$ cat config.mk
export PLATFORM = sky130hd
export DESIGN_NAME = ethernet_rx_deframer_32bit
export DESIGN_NICKNAME = d
export VERILOG_FILES = /design/src/design/erd_pkg.sv /design/src/design/erd_in_stage.sv /design/src/design/erd_core.sv /design/src/design/ethernet_rx_deframer_32bit.sv
export VERILOG_INCLUDE_DIRS = /design/src /design/src/design
export SDC_FILE = /design/constraint.sdc
export NUM_CORES = 1
export LEC_CHECK = 0
export ABC_AREA = 1
export BUFFER_PORTS_ARGS = -buffer_cell sky130_fd_sc_hd__buf_2
export CORE_UTILIZATION = 57
export DETAILED_ROUTE_END_ITERATION = 10
export PLACE_DENSITY = 0.83
export SYNTH_ARGS = -nofsm -noshare
export SYNTH_HDL_FRONTEND = slang
export SYNTH_SLANG_ARGS = --single-unit
$ cat constraint.sdc
create_clock -name clk_i -period 3.9 [get_ports clk_i]
set_clock_uncertainty 0.2 [all_clocks]
set_input_delay 0.39 -clock clk_i [delete_from_list [all_inputs] [get_ports clk_i]]
set_output_delay 0.39 -clock clk_i [all_outputs]
set_load 0.05 [all_outputs]
$ cat src/design/ethernet_rx_deframer_32bit_macros.svh
// Assertion macros for the receive deframer.
// Used by the top level only; expects clk_i and rst_ni in scope.
`ifndef ETHERNET_RX_DEFRAMER_32BIT_MACROS_SVH
`define ETHERNET_RX_DEFRAMER_32BIT_MACROS_SVH

// same-cycle implication, checked out of reset
`define ERD_ASSERT_SAME(lbl, ante, cons, msg) \
  lbl: assert property (@(posedge clk_i) disable iff (!rst_ni) (ante) |-> (cons)) \
    else $error(msg);

// next-cycle implication, checked out of reset
`define ERD_ASSERT_NEXT(lbl, ante, cons, msg) \
  lbl: assert property (@(posedge clk_i) disable iff (!rst_ni) (ante) |=> (cons)) \
    else $error(msg);

`endif

$ cat src/design/erd_pkg.sv
// Shared types and helpers for the receive deframer.
// No dependencies.
package erd_pkg;

  typedef enum logic [2:0] {
    PH_DST_HI  = 3'd0,
    PH_DST_LO  = 3'd1,
    PH_SRC_LO  = 3'd2,
    PH_TYPE    = 3'd3,
    PH_PAYLOAD = 3'd4
  } phase_e;

  // one bus cycle as seen by the block
  typedef struct packed {
    logic        in_valid;
    logic [31:0] data;
    logic [3:0]  keep;
    logic        last;
    logic        sink_ready;
  } beat_t;

  // word store: last in 36, keep in 35:32, data in 31:0
  typedef struct packed {
    logic        last;
    logic [3:0]  keep;
    logic [31:0] data;
  } word_t;

  typedef struct packed {
    phase_e phase;
    logic   held_valid;
  } core_stat_t;

  // byte swap so the first wire byte lands most significant
  function automatic logic [31:0] be_word(input logic [31:0] d);
    be_word = {d[7:0], d[15:8], d[23:16], d[31:24]};
  endfunction

endpackage

$ cat src/design/erd_in_stage.sv
// Input register for the receive deframer.
// Depends on erd_pkg.
module erd_in_stage import erd_pkg::*; (
  input  logic  clk_i,
  input  logic  rst_ni,
  input  logic  item_valid_i,
  output logic  item_ready_o,
  input  beat_t beat_i,
  output logic  beat_valid_o,
  input  logic  beat_pop_i,
  output beat_t beat_o
);

  logic  valid_q, valid_d;
  beat_t beat_q;

  // free slot, or the held beat moves on this cycle
  assign item_ready_o = !valid_q || beat_pop_i;
  assign valid_d      = item_valid_i || (valid_q && !beat_pop_i);

  always_ff @(posedge clk_i or negedge rst_ni) begin
    if (!rst_ni) begin
      valid_q <= 1'b0;
    end else begin
      valid_q <= valid_d;
    end
  end

  always_ff @(posedge clk_i) begin
    if (item_valid_i && item_ready_o) begin
      beat_q <= beat_i;
    end
  end

  assign beat_valid_o = valid_q;
  assign beat_o       = beat_q;

endmodule

$ cat src/design/erd_core.sv
// Header capture, two-byte realignment and result register.
// Depends on erd_pkg.
module erd_core import erd_pkg::*; (
  input  logic        clk_i,
  input  logic        rst_ni,
  input  logic        beat_valid_i,
  input  beat_t       beat_i,
  output logic        beat_pop_o,
  output logic        res_valid_o,
  input  logic        res_ready_i,
  output logic        emit_o,
  output word_t       word_o,
  output logic        sop_o,
  output logic        ovf_o,
  output logic [47:0] dest_o,
  output logic [47:0] src_o,
  output logic [15:0] type_o,
  output core_stat_t  stat_o
);

  phase_e      phase_q, phase_d;
  logic [15:0] held_bytes_q, held_bytes_d;
  logic [1:0]  held_keep_q, held_keep_d;
  logic        held_last_q, held_last_d;
  logic        held_valid_q, held_valid_d;
  logic        fwp_q, fwp_d;
  logic [47:0] dest_q, dest_d;
  logic [47:0] src_q, src_d;
  logic [15:0] type_q, type_d;
  word_t       word_q, word_d;
  logic        emit_q, emit_d;
  logic        sop_q, sop_d;
  logic        ovf_q, ovf_d;
  logic        res_valid_q;

  logic        fire;
  logic        is_last;
  logic        emit_now;
  logic [31:0] w;

  assign fire       = beat_valid_i && (!res_valid_q || res_ready_i);
  assign beat_pop_o = fire;
  assign w          = be_word(beat_i.data);

  assign is_last  = (held_valid_q && held_last_q) ||
                    (beat_i.in_valid && beat_i.last && !beat_i.keep[2]);
  assign emit_now = (phase_q == PH_PAYLOAD) &&
                    ((held_valid_q && beat_i.in_valid) || is_last);

  // phase sequencing
  always_comb begin
    phase_d = phase_q;
    unique case (phase_q)
      PH_DST_LO:  if (beat_i.in_valid) phase_d = PH_SRC_LO;
      PH_SRC_LO:  if (beat_i.in_valid) phase_d = PH_TYPE;
      PH_TYPE:    if (beat_i.in_valid) phase_d = PH_PAYLOAD;
      PH_PAYLOAD: if (emit_now && is_last) phase_d = PH_DST_HI;
      default:    phase_d = beat_i.in_valid ? PH_DST_LO : PH_DST_HI;
    endcase
  end

  // header capture and payload datapath
  always_comb begin
    held_bytes_d = held_bytes_q;
    held_keep_d  = held_keep_q;
    held_last_d  = held_last_q;
    held_valid_d = held_valid_q;
    fwp_d        = fwp_q;
    dest_d       = dest_q;
    src_d        = src_q;
    type_d       = type_q;
    word_d       = word_q;
    emit_d       = 1'b0;
    sop_d        = 1'b0;
    ovf_d        = 1'b0;
    unique case (phase_q)
      PH_DST_LO: begin
        dest_d[15:0]  = w[31:16];
        src_d[47:32]  = w[15:0];
      end
      PH_SRC_LO: begin
        src_d[31:0] = w;
      end
      PH_TYPE: begin
        type_d       = w[31:16];
        held_bytes_d = beat_i.data[31:16];
        held_keep_d  = 2'b11;
        held_last_d  = 1'b0;
        held_valid_d = 1'b1;
        if (beat_i.in_valid) fwp_d = 1'b1;
      end
      PH_PAYLOAD: begin
        if (emit_now) begin
          emit_d       = 1'b1;
          word_d.data  = {beat_i.data[15:0], held_bytes_q};
          word_d.keep  = {(beat_i.in_valid ? beat_i.keep[1:0] : 2'b00), held_keep_q};
          word_d.last  = is_last;
          sop_d        = fwp_q;
          fwp_d        = 1'b0;
          ovf_d        = beat_i.in_valid && !beat_i.sink_ready;
          held_bytes_d = beat_i.data[31:16];
          held_keep_d  = beat_i.keep[3:2];
          held_last_d  = beat_i.last;
          held_valid_d = beat_i.in_valid && beat_i.keep[2];
        end
      end
      default: begin
        dest_d[47:16] = w;
      end
    endcase
  end

  always_ff @(posedge clk_i or negedge rst_ni) begin
    if (!rst_ni) begin
      phase_q      <= PH_DST_HI;
      held_bytes_q <= '0;
      held_keep_q  <= '0;
      held_last_q  <= 1'b0;
      held_valid_q <= 1'b0;
      fwp_q        <= 1'b0;
      dest_q       <= '0;
      src_q        <= '0;
      type_q       <= '0;
      word_q       <= '0;
      emit_q       <= 1'b0;
      sop_q        <= 1'b0;
      ovf_q        <= 1'b0;
      res_valid_q  <= 1'b0;
    end else begin
      if (fire) begin
        phase_q      <= phase_d;
        held_bytes_q <= held_bytes_d;
        held_keep_q  <= held_keep_d;
        held_last_q  <= held_last_d;
        held_valid_q <= held_valid_d;
        fwp_q        <= fwp_d;
        dest_q       <= dest_d;
        src_q        <= src_d;
        type_q       <= type_d;
        word_q       <= word_d;
        emit_q       <= emit_d;
        sop_q        <= sop_d;
        ovf_q        <= ovf_d;
        res_valid_q  <= 1'b1;
      end else if (res_ready_i) begin
        res_valid_q <= 1'b0;
      end
    end
  end

  assign res_valid_o = res_valid_q;
  assign emit_o      = emit_q;
  assign word_o      = word_q;
  assign sop_o       = sop_q;
  assign ovf_o       = ovf_q;
  assign dest_o      = dest_q;
  assign src_o       = src_q;
  assign type_o      = type_q;

  assign stat_o.phase      = phase_q;
  assign stat_o.held_valid = held_valid_q;

endmodule

$ cat src/design/ethernet_rx_deframer_32bit.sv
// Ethernet receive deframer, 32-bit stream: top level.
// Depends on erd_pkg, erd_in_stage, erd_core and the assertion macro header.
//
// Usage:
//   Each item on the input channel (item_valid_i / item_ready_o) is one bus
//   cycle of the MAC stream: in_valid_i, in_data_i, in_keep_i, in_last_i and
//   sink_ready_i, whether or not the beat itself is valid.
//   Each item gives exactly one word on the result channel
//   (res_valid_o / res_ready_i): out_valid_o marks a payload word, with
//   out_data_o/out_keep_o/out_last_o, pkt_start_o and overflow_o;
//   dest_address_o, source_address_o and frame_type_o show the header
//   captured so far. When out_valid_o is low the word fields repeat the
//   last emitted word.
//   Path: an accepted item passes through the input register, then the
//   result register, which presents its result. Throughput: one item per
//   cycle while res_ready_i keeps the result channel draining.
//   Reset: all state clears, parser waits for the first header beat.
//   Stall: if res_ready_i is low the result is held, one more item is
//   taken into the input register, then item_ready_o drops.
`include "ethernet_rx_deframer_32bit_macros.svh"

module ethernet_rx_deframer_32bit import erd_pkg::*; (
  input  logic        clk_i,
  input  logic        rst_ni,
  // input channel
  input  logic        item_valid_i,
  output logic        item_ready_o,
  input  logic        in_valid_i,
  input  logic [31:0] in_data_i,
  input  logic [3:0]  in_keep_i,
  input  logic        in_last_i,
  input  logic        sink_ready_i,
  // result channel
  output logic        res_valid_o,
  input  logic        res_ready_i,
  output logic        out_valid_o,
  output logic [31:0] out_data_o,
  output logic [3:0]  out_keep_o,
  output logic        out_last_o,
  output logic        pkt_start_o,
  output logic        overflow_o,
  output logic [47:0] dest_address_o,
  output logic [47:0] source_address_o,
  output logic [15:0] frame_type_o
);

  beat_t      beat_in;
  beat_t      beat_reg;
  logic       beat_valid;
  logic       beat_pop;
  word_t      word;
  core_stat_t stat;

  assign beat_in.in_valid   = in_valid_i;
  assign beat_in.data       = in_data_i;
  assign beat_in.keep       = in_keep_i;
  assign beat_in.last       = in_last_i;
  assign beat_in.sink_ready = sink_ready_i;

  // stage 1: input register
  erd_in_stage u_in_stage (
    .clk_i        (clk_i),
    .rst_ni       (rst_ni),
    .item_valid_i (item_valid_i),
    .item_ready_o (item_ready_o),
    .beat_i       (beat_in),
    .beat_valid_o (beat_valid),
    .beat_pop_i   (beat_pop),
    .beat_o       (beat_reg)
  );

  // stage 2: parse, realign, result register
  erd_core u_core (
    .clk_i        (clk_i),
    .rst_ni       (rst_ni),
    .beat_valid_i (beat_valid),
    .beat_i       (beat_reg),
    .beat_pop_o   (beat_pop),
    .res_valid_o  (res_valid_o),
    .res_ready_i  (res_ready_i),
    .emit_o       (out_valid_o),
    .word_o       (word),
    .sop_o        (pkt_start_o),
    .ovf_o        (overflow_o),
    .dest_o       (dest_address_o),
    .src_o        (source_address_o),
    .type_o       (frame_type_o),
    .stat_o       (stat)
  );

  assign out_data_o = word.data;
  assign out_keep_o = word.keep;
  assign out_last_o = word.last;

  // flags only ride on an emitted payload word
  `ERD_ASSERT_SAME(a_sop_emit, pkt_start_o, out_valid_o, "sop without payload word")
  `ERD_ASSERT_SAME(a_ovf_emit, overflow_o, out_valid_o, "overflow without payload word")
  // empty result slot never blocks the input side
  `ERD_ASSERT_SAME(a_ready_free, !res_valid_o, item_ready_o, "input stalled with free output")
  // payload phase is held while no word goes out
  `ERD_ASSERT_NEXT(a_last_rst, beat_pop && stat.phase == PH_PAYLOAD && out_last_o == 1'b0
                   && u_core.emit_now == 1'b0, stat.phase == PH_PAYLOAD,
                   "payload phase left without an emitted word")

endmodule
==> run_results.csv, run 1 <==
group,metric,value,unit
power_and_ir_drop,p_clk_frac,0.203,
floorplanning,rows,43,
logic_synthesis,synth-seq-area-share,0.695,
logic_synthesis,synth.net_count,788,
floorplanning,num_io_pins,197,
logic_synthesis,synth_edf_count,39,
global_route,grt-ovfl-total,0,
placement,io_buffers,196,
worst_setup_path,arrival,2.79,ns
power_and_ir_drop,power_leakage,0.00541,uW
power_and_ir_drop,switchingPower,4880,uW
run_status,outcome,"finished clean",
global_route,grt_pass1_vias,6037,
finish,area_growth,26.8,%
worst_setup_path,ff2ff_path_depth,8,
power_and_ir_drop,combPwrFrac,0.442,
detailed_routing,drt_iter0_markers,323,
worst_setup_path,critPathRequiredTime,4.07,ns
logic_synthesis,synthesis.area,0.00809,mm^2
worst_setup_path,cp-start-kind,"input pin",
power_and_ir_drop,internal_power,5350,uW
clock_network,numCtsBuffers,22,
placement,dpl.hpwl,12.0,mm
power_and_ir_drop,power_density,997,mW/mm^2
timing,hold_violations,0,
clock_network,clk_path_buf_depth,3,
timing,relSlewSlack,0.352,
logic_synthesis,synth_area_leaders,"dfrtp_1 (55%), edfxtp_1 (14%), nand2_1 (12%)",
finish,seqCellArea,0.00563,mm^2
timing,setup-violations-final,0,
clock_network,clkTransAtPathRegs,0.06,ns
power_and_ir_drop,ir_drop,1060,uV
min_path,min-delay-path-class,"flip-flop to flip-flop",
clock_network,cts_htree_levels,1,
timing,period_share,0.671,
finish,fin_cells,1173,
finish,nets,1020,
placement,gp_congestion,0.864,
floorplanning,initial_core_util,0.583,
finish,post_route_cells_drive_above_1_share,0.275,
min_path,min-delay-start,"u_core.word_o[4]$_DFFE_PN0P_",
floorplanning,die_w,121,um
clock_network,cts_root_buf,"clkbuf_16",
logic_synthesis,yosys.cell_types.count,25,
finish,utilization,0.739,
min_path,holdPathEnd,"u_core.word_o[4]$_DFFE_PN0P_",
power_and_ir_drop,power_frac_seq,0.355,
timing,worstMarginPinSlew,0.970,ns
timing,fmax,382,MHz
worst_setup_path,rr_startpoint,"u_in_stage.beat_o[38]$_DFFE_PP_",
worst_setup_path,critPathMaxFanout,33,
logic_synthesis,yosysMostFrequentCell,"nand2_1",
worst_setup_path,rrSetupSlack,1.39,ns
logic_synthesis,ys_seq_elements,217,
logic_synthesis,synthTopCellsByCount,"nand2_1 (260), dfrtp_1 (178), o21ai_1 (87), inv_1 (45), o21ai_0 (44)",
clock_network,tritoncts,"yes",
detailed_routing,totalWireLength,19.6,mm
timing,slew_violations,0,
clock_network,clock-sinks,217,
clock_network,cts_setup_buffers,0,
detailed_routing,first_pass_iters,5,
global_route,grt_max_degree,80,
timing,rsz0062_at_grt,"false",
job,max_cap_violations,0,
worst_setup_path,crit_path_end_kind,"flip-flop",
logic_synthesis,syn_area_per_cell,10.9,um^2
power_and_ir_drop,swShare,0.477,
global_route,grt_pass1_wl,31.2,mm
logic_synthesis,async_flop_share,0.820,
detailed_routing,vias_per_cell,5.21,
finish,diodes,0,
logic_synthesis,yosys_most_used_dff,"dfrtp_1",
logic_synthesis,synth_top_area_share,0.550,
worst_setup_path,r2r_end,"u_core.held_bytes_q[6]$_DFFE_PN0P_",
global_route,grt_usage,0.274,
finish,multiInputGateArea,0.00203,mm^2
clock_network,clk_latency,0.49,ns
detailed_routing,drc,0,
floorplanning,dieArea,0.0147,mm^2
detailed_routing,post_drt_wl_per_cell,16.7,um
floorplanning,core,0.0139,mm^2
global_route,grt_antenna_before_repair,0,
logic_synthesis,yosysTopAreaCell,"dfrtp_1",
logic_synthesis,syn_inst,745,
timing,fin_crit,2.62,ns
clock_network,cts-resized-gates,0,
finish,nFillCells,926,
worst_setup_path,critical_path_class,"input pin to flip-flop",
placement,dp.cells,1090,
detailed_routing,final_antenna_net_count,0,
detailed_routing,vias,6117,
floorplanning,die_h,121,um
logic_synthesis,yosys_warnings,0,
timing,fin_tns_setup,0,ns
min_path,min_path_cells,2,
## layer usage
layer	vias to the layer above	track usage	wire length, um
met3	32	0.0658	1570
met5	-	0	0
met1	2985	0.358	8150
met4	0	0.0710	321
met2	228	0.460	9580
li1	2872	-	-
## critical path, stage by stage
cell and delay [ns]:
dlygate4sd3_1 0.53, buf_2 0.12, inv_1 0.06, nand2_1 0.07, nand2_2 0.17, inv_1 0.12, nand2_2 0.47, nand2_1 0.58
nand2_1 0.19, nand2_1 0.07
## metrics by stage
step | worst slack (ns) | power [uW] | instance area, um^2 | hold WS (ns)
after global placement | 1.39 | 7980 | 9100 | 0.259
final | 1.28 | 10200 | 10300 | 0.277
after detailed placement | 1.34 | 8100 | 9100 | 0.264
after floorplan | 1.33 | 7000 | 8090 | -0.106
after global routing | 0.987 | 10700 | 10300 | 0.299
after CTS | 1.28 | 10200 | 10300 | 0.281
## kinds of logic (layout without fill, tap and decap cells)
kind of cell | after synthesis | in the layout | share of synthesized area
AND/OR/NAND/NOR | 309 | 309 | 0.167
buffers and inverters | 85 | 333 | 0.0543
flip-flops | 217 | 217 | 0.695
AO/OA/AOI/OAI | 134 | 134 | 0.0836
## cell usage in the layout, fill, tap and decap left out, types with 5 or more instances in the layout
master,netlist,routed
dfrtp_1,178,178
o21ai_0,44,44
o21ai_1,87,87
nand3_2,21,21
nand3_1,8,8
clkinv_1,0,5
dlygate4sd3_1,0,43
buf_4,5,7
nand2_1,260,260
clkbuf_16,0,24
buf_2,20,195
inv_1,45,44
edfxtp_1,39,39
nor2_1,6,6
## power groups by stage
stage | Clock [uW] | Sequential [uW] | Combinational, uW
final | 2080 | 3630 | 4520
after global routing | 2190 | 3710 | 4810
after CTS | 2110 | 3610 | 4510
after detailed placement | 0 | 3620 | 4480
after global placement | 0 | 3600 | 4380
after floorplan | 0 | 5940 | 1060
## what timing repair did
action	4_1_cts	5_1_grt
hold endpoints to repair	117	0
setup endpoints to repair	0	0
hold buffers	43	0
## worst max-delay path by stage
stage | slack (ns) | startpoint | end | cells past startpoint
6_report | 1.28 | res_ready_i | u_core.held_bytes_q[6]$_DFFE_PN0P_ | 10
5_1_grt | 0.99 | res_ready_i | u_core.held_bytes_q[14]$_DFFE_PN0P_ | 10
4_1_cts | 1.28 | res_ready_i | u_core.held_keep_q[0]$_DFFE_PN0P_ | 10
3_5_place_dp | 1.34 | res_ready_i | u_core.held_bytes_q[15]$_DFFE_PN0P_ | 9
3_3_place_gp | 1.39 | res_ready_i | u_core.held_bytes_q[6]$_DFFE_PN0P_ | 9
2_1_floorplan | 1.33 | u_core.res_valid_o$_DFFE_PN0P_ | u_in_stage.beat_o[0]$_DFFE_PP_ | 3
## layout make-up
class | instances | share of cell area
Inverter | 47 | 0.0172
Clock inverter | 10 | 0.00670
Sequential cell | 217 | 0.548
Multi-Input combinational cell | 443 | 0.198
Tap cell | 180 | 0.0219
Timing Repair Buffer | 246 | 0.143
Clock buffer | 30 | 0.0646
## sequential cells by signal (all words and copies together), names as in the netlist, 2 cells and up
register / count
u_core.word_o: 37
u_core.dest_o: 48
u_core.held_keep_q: 2
u_core.held_bytes_q: 16
u_core.src_o: 48
u_core.phase_q: 3
u_in_stage.beat_o: 39
u_core.type_o: 16
(Power assumes the default switching activity.)
==> run 2, diff against run 1 <==
- CORE_UTILIZATION: 57 -> 53
- PLACE_DENSITY: 0.83 -> 0.78
- clock period: 3.9 -> 2.5 ns (I/O delays scaled with it)
==> run_results.csv, run 2 (same netlist as run 1, synthesis figures left out) <==
group,metric,value,unit
run_status,outcome,"complete, but fails checks",
run_status,violations,"DRC",
global_route,grt_antenna_before_repair,0,
power_and_ir_drop,ir_drop,1230,uV
worst_setup_path,critPathRequiredTime,2.67,ns
clock_network,cts_root_buf,"clkbuf_16",
worst_setup_path,critPathMaxFanout,20,
detailed_routing,drc,14,
finish,mostFrequentLayoutCells,"nand2_1 (260), buf_2 (195), dfrtp_1 (178)",
detailed_routing,first_pass_iters,8,
power_and_ir_drop,power_leakage,0.00544,uW
floorplanning,rows,44,
clock_network,clk_latency,0.51,ns
clock_network,cts-resized-gates,0,
clock_network,numCtsBuffers,23,
clock_network,clk_path_buf_depth,3,
power_and_ir_drop,total_power,16000,uW
timing,fin_crit,2.06,ns
placement,dp_slack,0.484,ns
power_and_ir_drop,power_density,1540,mW/mm^2
finish,nets,1027,
timing,fmax,485,MHz
clock_network,cts_htree_levels,1,
worst_setup_path,critical_path_class,"input pin to flip-flop",
placement,dpl.hpwl,12.4,mm
finish,layout_commonest_cell,"nand2_1",
timing,worstMarginPinSlew,0.729,ns
finish,utilization,0.707,
global_route,grt_usage,0.253,
detailed_routing,vias,6012,
worst_setup_path,cpMaxStageDelayCell,"dlygate4sd3_1",
timing,rsz0062_at_grt,"false",
floorplanning,core,0.0147,mm^2
min_path,min-delay-path-class,"input pin to asynchronous set/reset pin",
clock_network,cts_setup_buffers,0,
finish,diodes,0,
worst_setup_path,ff2ff_path_depth,8,
global_route,grt-ovfl-total,0,
timing,timing.final.ws_setup,0.440,ns
placement,gp_congestion,0.806,
finish,post_route_cells_drive_above_1_share,0.278,
clock_network,clock-sinks,217,
floorplanning,num_io_pins,197,
floorplanning,initial_core_util,0.551,
worst_setup_path,rr_startpoint,"u_in_stage.beat_o[38]$_DFFE_PP_",
placement,io_buffers,196,
floorplanning,die_w,126,um
worst_setup_path,arrival,2.23,ns
worst_setup_path,max_stage_delay,0.55,ns
timing,slew_violations,0,
detailed_routing,post_drt_wl_per_cell,16.4,um
worst_setup_path,critPathLaunch,"res_ready_i",
detailed_routing,vias_per_cell,5.08,
worst_setup_path,crit_top_cell,"nand2_1",
detailed_routing,drt_iter0_markers,402,
floorplanning,die_h,126,um
clock_network,tritoncts,"yes",
timing,hold_violations,0,
timing,relSlewSlack,0.513,
global_route,grt_pass1_wl,31.4,mm
worst_setup_path,path_cells,"dlygate4sd3_1, buf_2, inv_1, nand2_1, nand2_2, inv_1, nand2_2, nand2_1, nand2_1, nand2_1",
clock_network,clkTransAtPathRegs,0.06,ns
detailed_routing,totalWireLength,19.4,mm
global_route,grt_max_degree,65,
finish,area_growth,28.3,%
worst_setup_path,crit_path_end_kind,"flip-flop",
detailed_routing,final_antenna_net_count,0,
worst_setup_path,cp-start-kind,"input pin",
timing,period_share,0.824,
global_route,grt_pass1_vias,6158,
floorplanning,dieArea,0.0158,mm^2
timing,setup-violations-final,0,
timing,fin_tns_setup,0,ns
job,max_cap_violations,0,
-- run 2: cell types whose count changed in the layout (fill, tap and decap cells not counted), sizes merged --
cell | previous run | this run
buf | 203 | 209
clkbuf | 30 | 36
clkinv | 9 | 2
clkinvlp | 0 | 1
inv | 47 | 48
-- run 2: path summary, 6_finish.rpt --
| check | endpoint | slack (ns) |
|---|---|---|
| hold / removal | u_core.word_o[14]$_DFFE_PN0P_ | 0.04 |
| setup / recovery | u_core.held_bytes_q[2]$_DFFE_PN0P_ | 0.44 |
| min in group clk_i | u_in_stage.beat_o[8]$_DFFE_PP_ | 0.25 |
| hold reg to reg | u_core.word_o[8]$_DFFE_PN0P_ | 0.27 |
| max in group asynchronous | u_core.type_o[5]$_DFFE_PN0P_ | 1.41 |
| setup reg to reg | u_core.held_bytes_q[2]$_DFFE_PN0P_ | 0.45 |
-- run 2: area by class of cell --
class	count	area, um^2
multi-input combinational	443	2030
clock inverter	5	60.1
fill	1050	4310
sequential	217	5630
clock buffer	36	666
inverter	47	180
tap	184	230
timing repair buffer	252	1590
-- run 2: metrics by stage --
step | instances | instance area, um^2 | hold WS [ns]
after floorplan | 745 | 8100 | -0.246
after global placement | 1100 | 9230 | -0.00181
after detailed placement | 1100 | 9230 | 0.000865
after CTS | 1184 | 10400 | 0.0379
after global routing | 1184 | 10400 | 0.0590
final | 1184 | 10400 | 0.0385
-- run 2: power by group --
group	total [uW]	switching, uW	internal (uW)
clock network	3270	1330	1940
registers	5640	745	4890
logic	7090	5520	1570
-- run 2: timing repair --
item | 4_1_cts | 5_1_grt
hold buffers | 43 | 0
endpoints found under the hold margin | 219 | 0
endpoints found under the setup margin | 0 | 0
-- run 2: critical path, delay by kind of cell --
kind | cells | cell delay [ns]
buffers and inverters | 4 | 0.87
and+or+nand+nor | 6 | 1.09
-- run 2: layer usage --
layer	vias to the layer above	track usage	wire (um)
met5	-	0	0
met4	0	0.0617	366
met3	32	0.0663	1470
met2	220	0.418	9430
met1	2886	0.335	8110
li1	2874	-	-
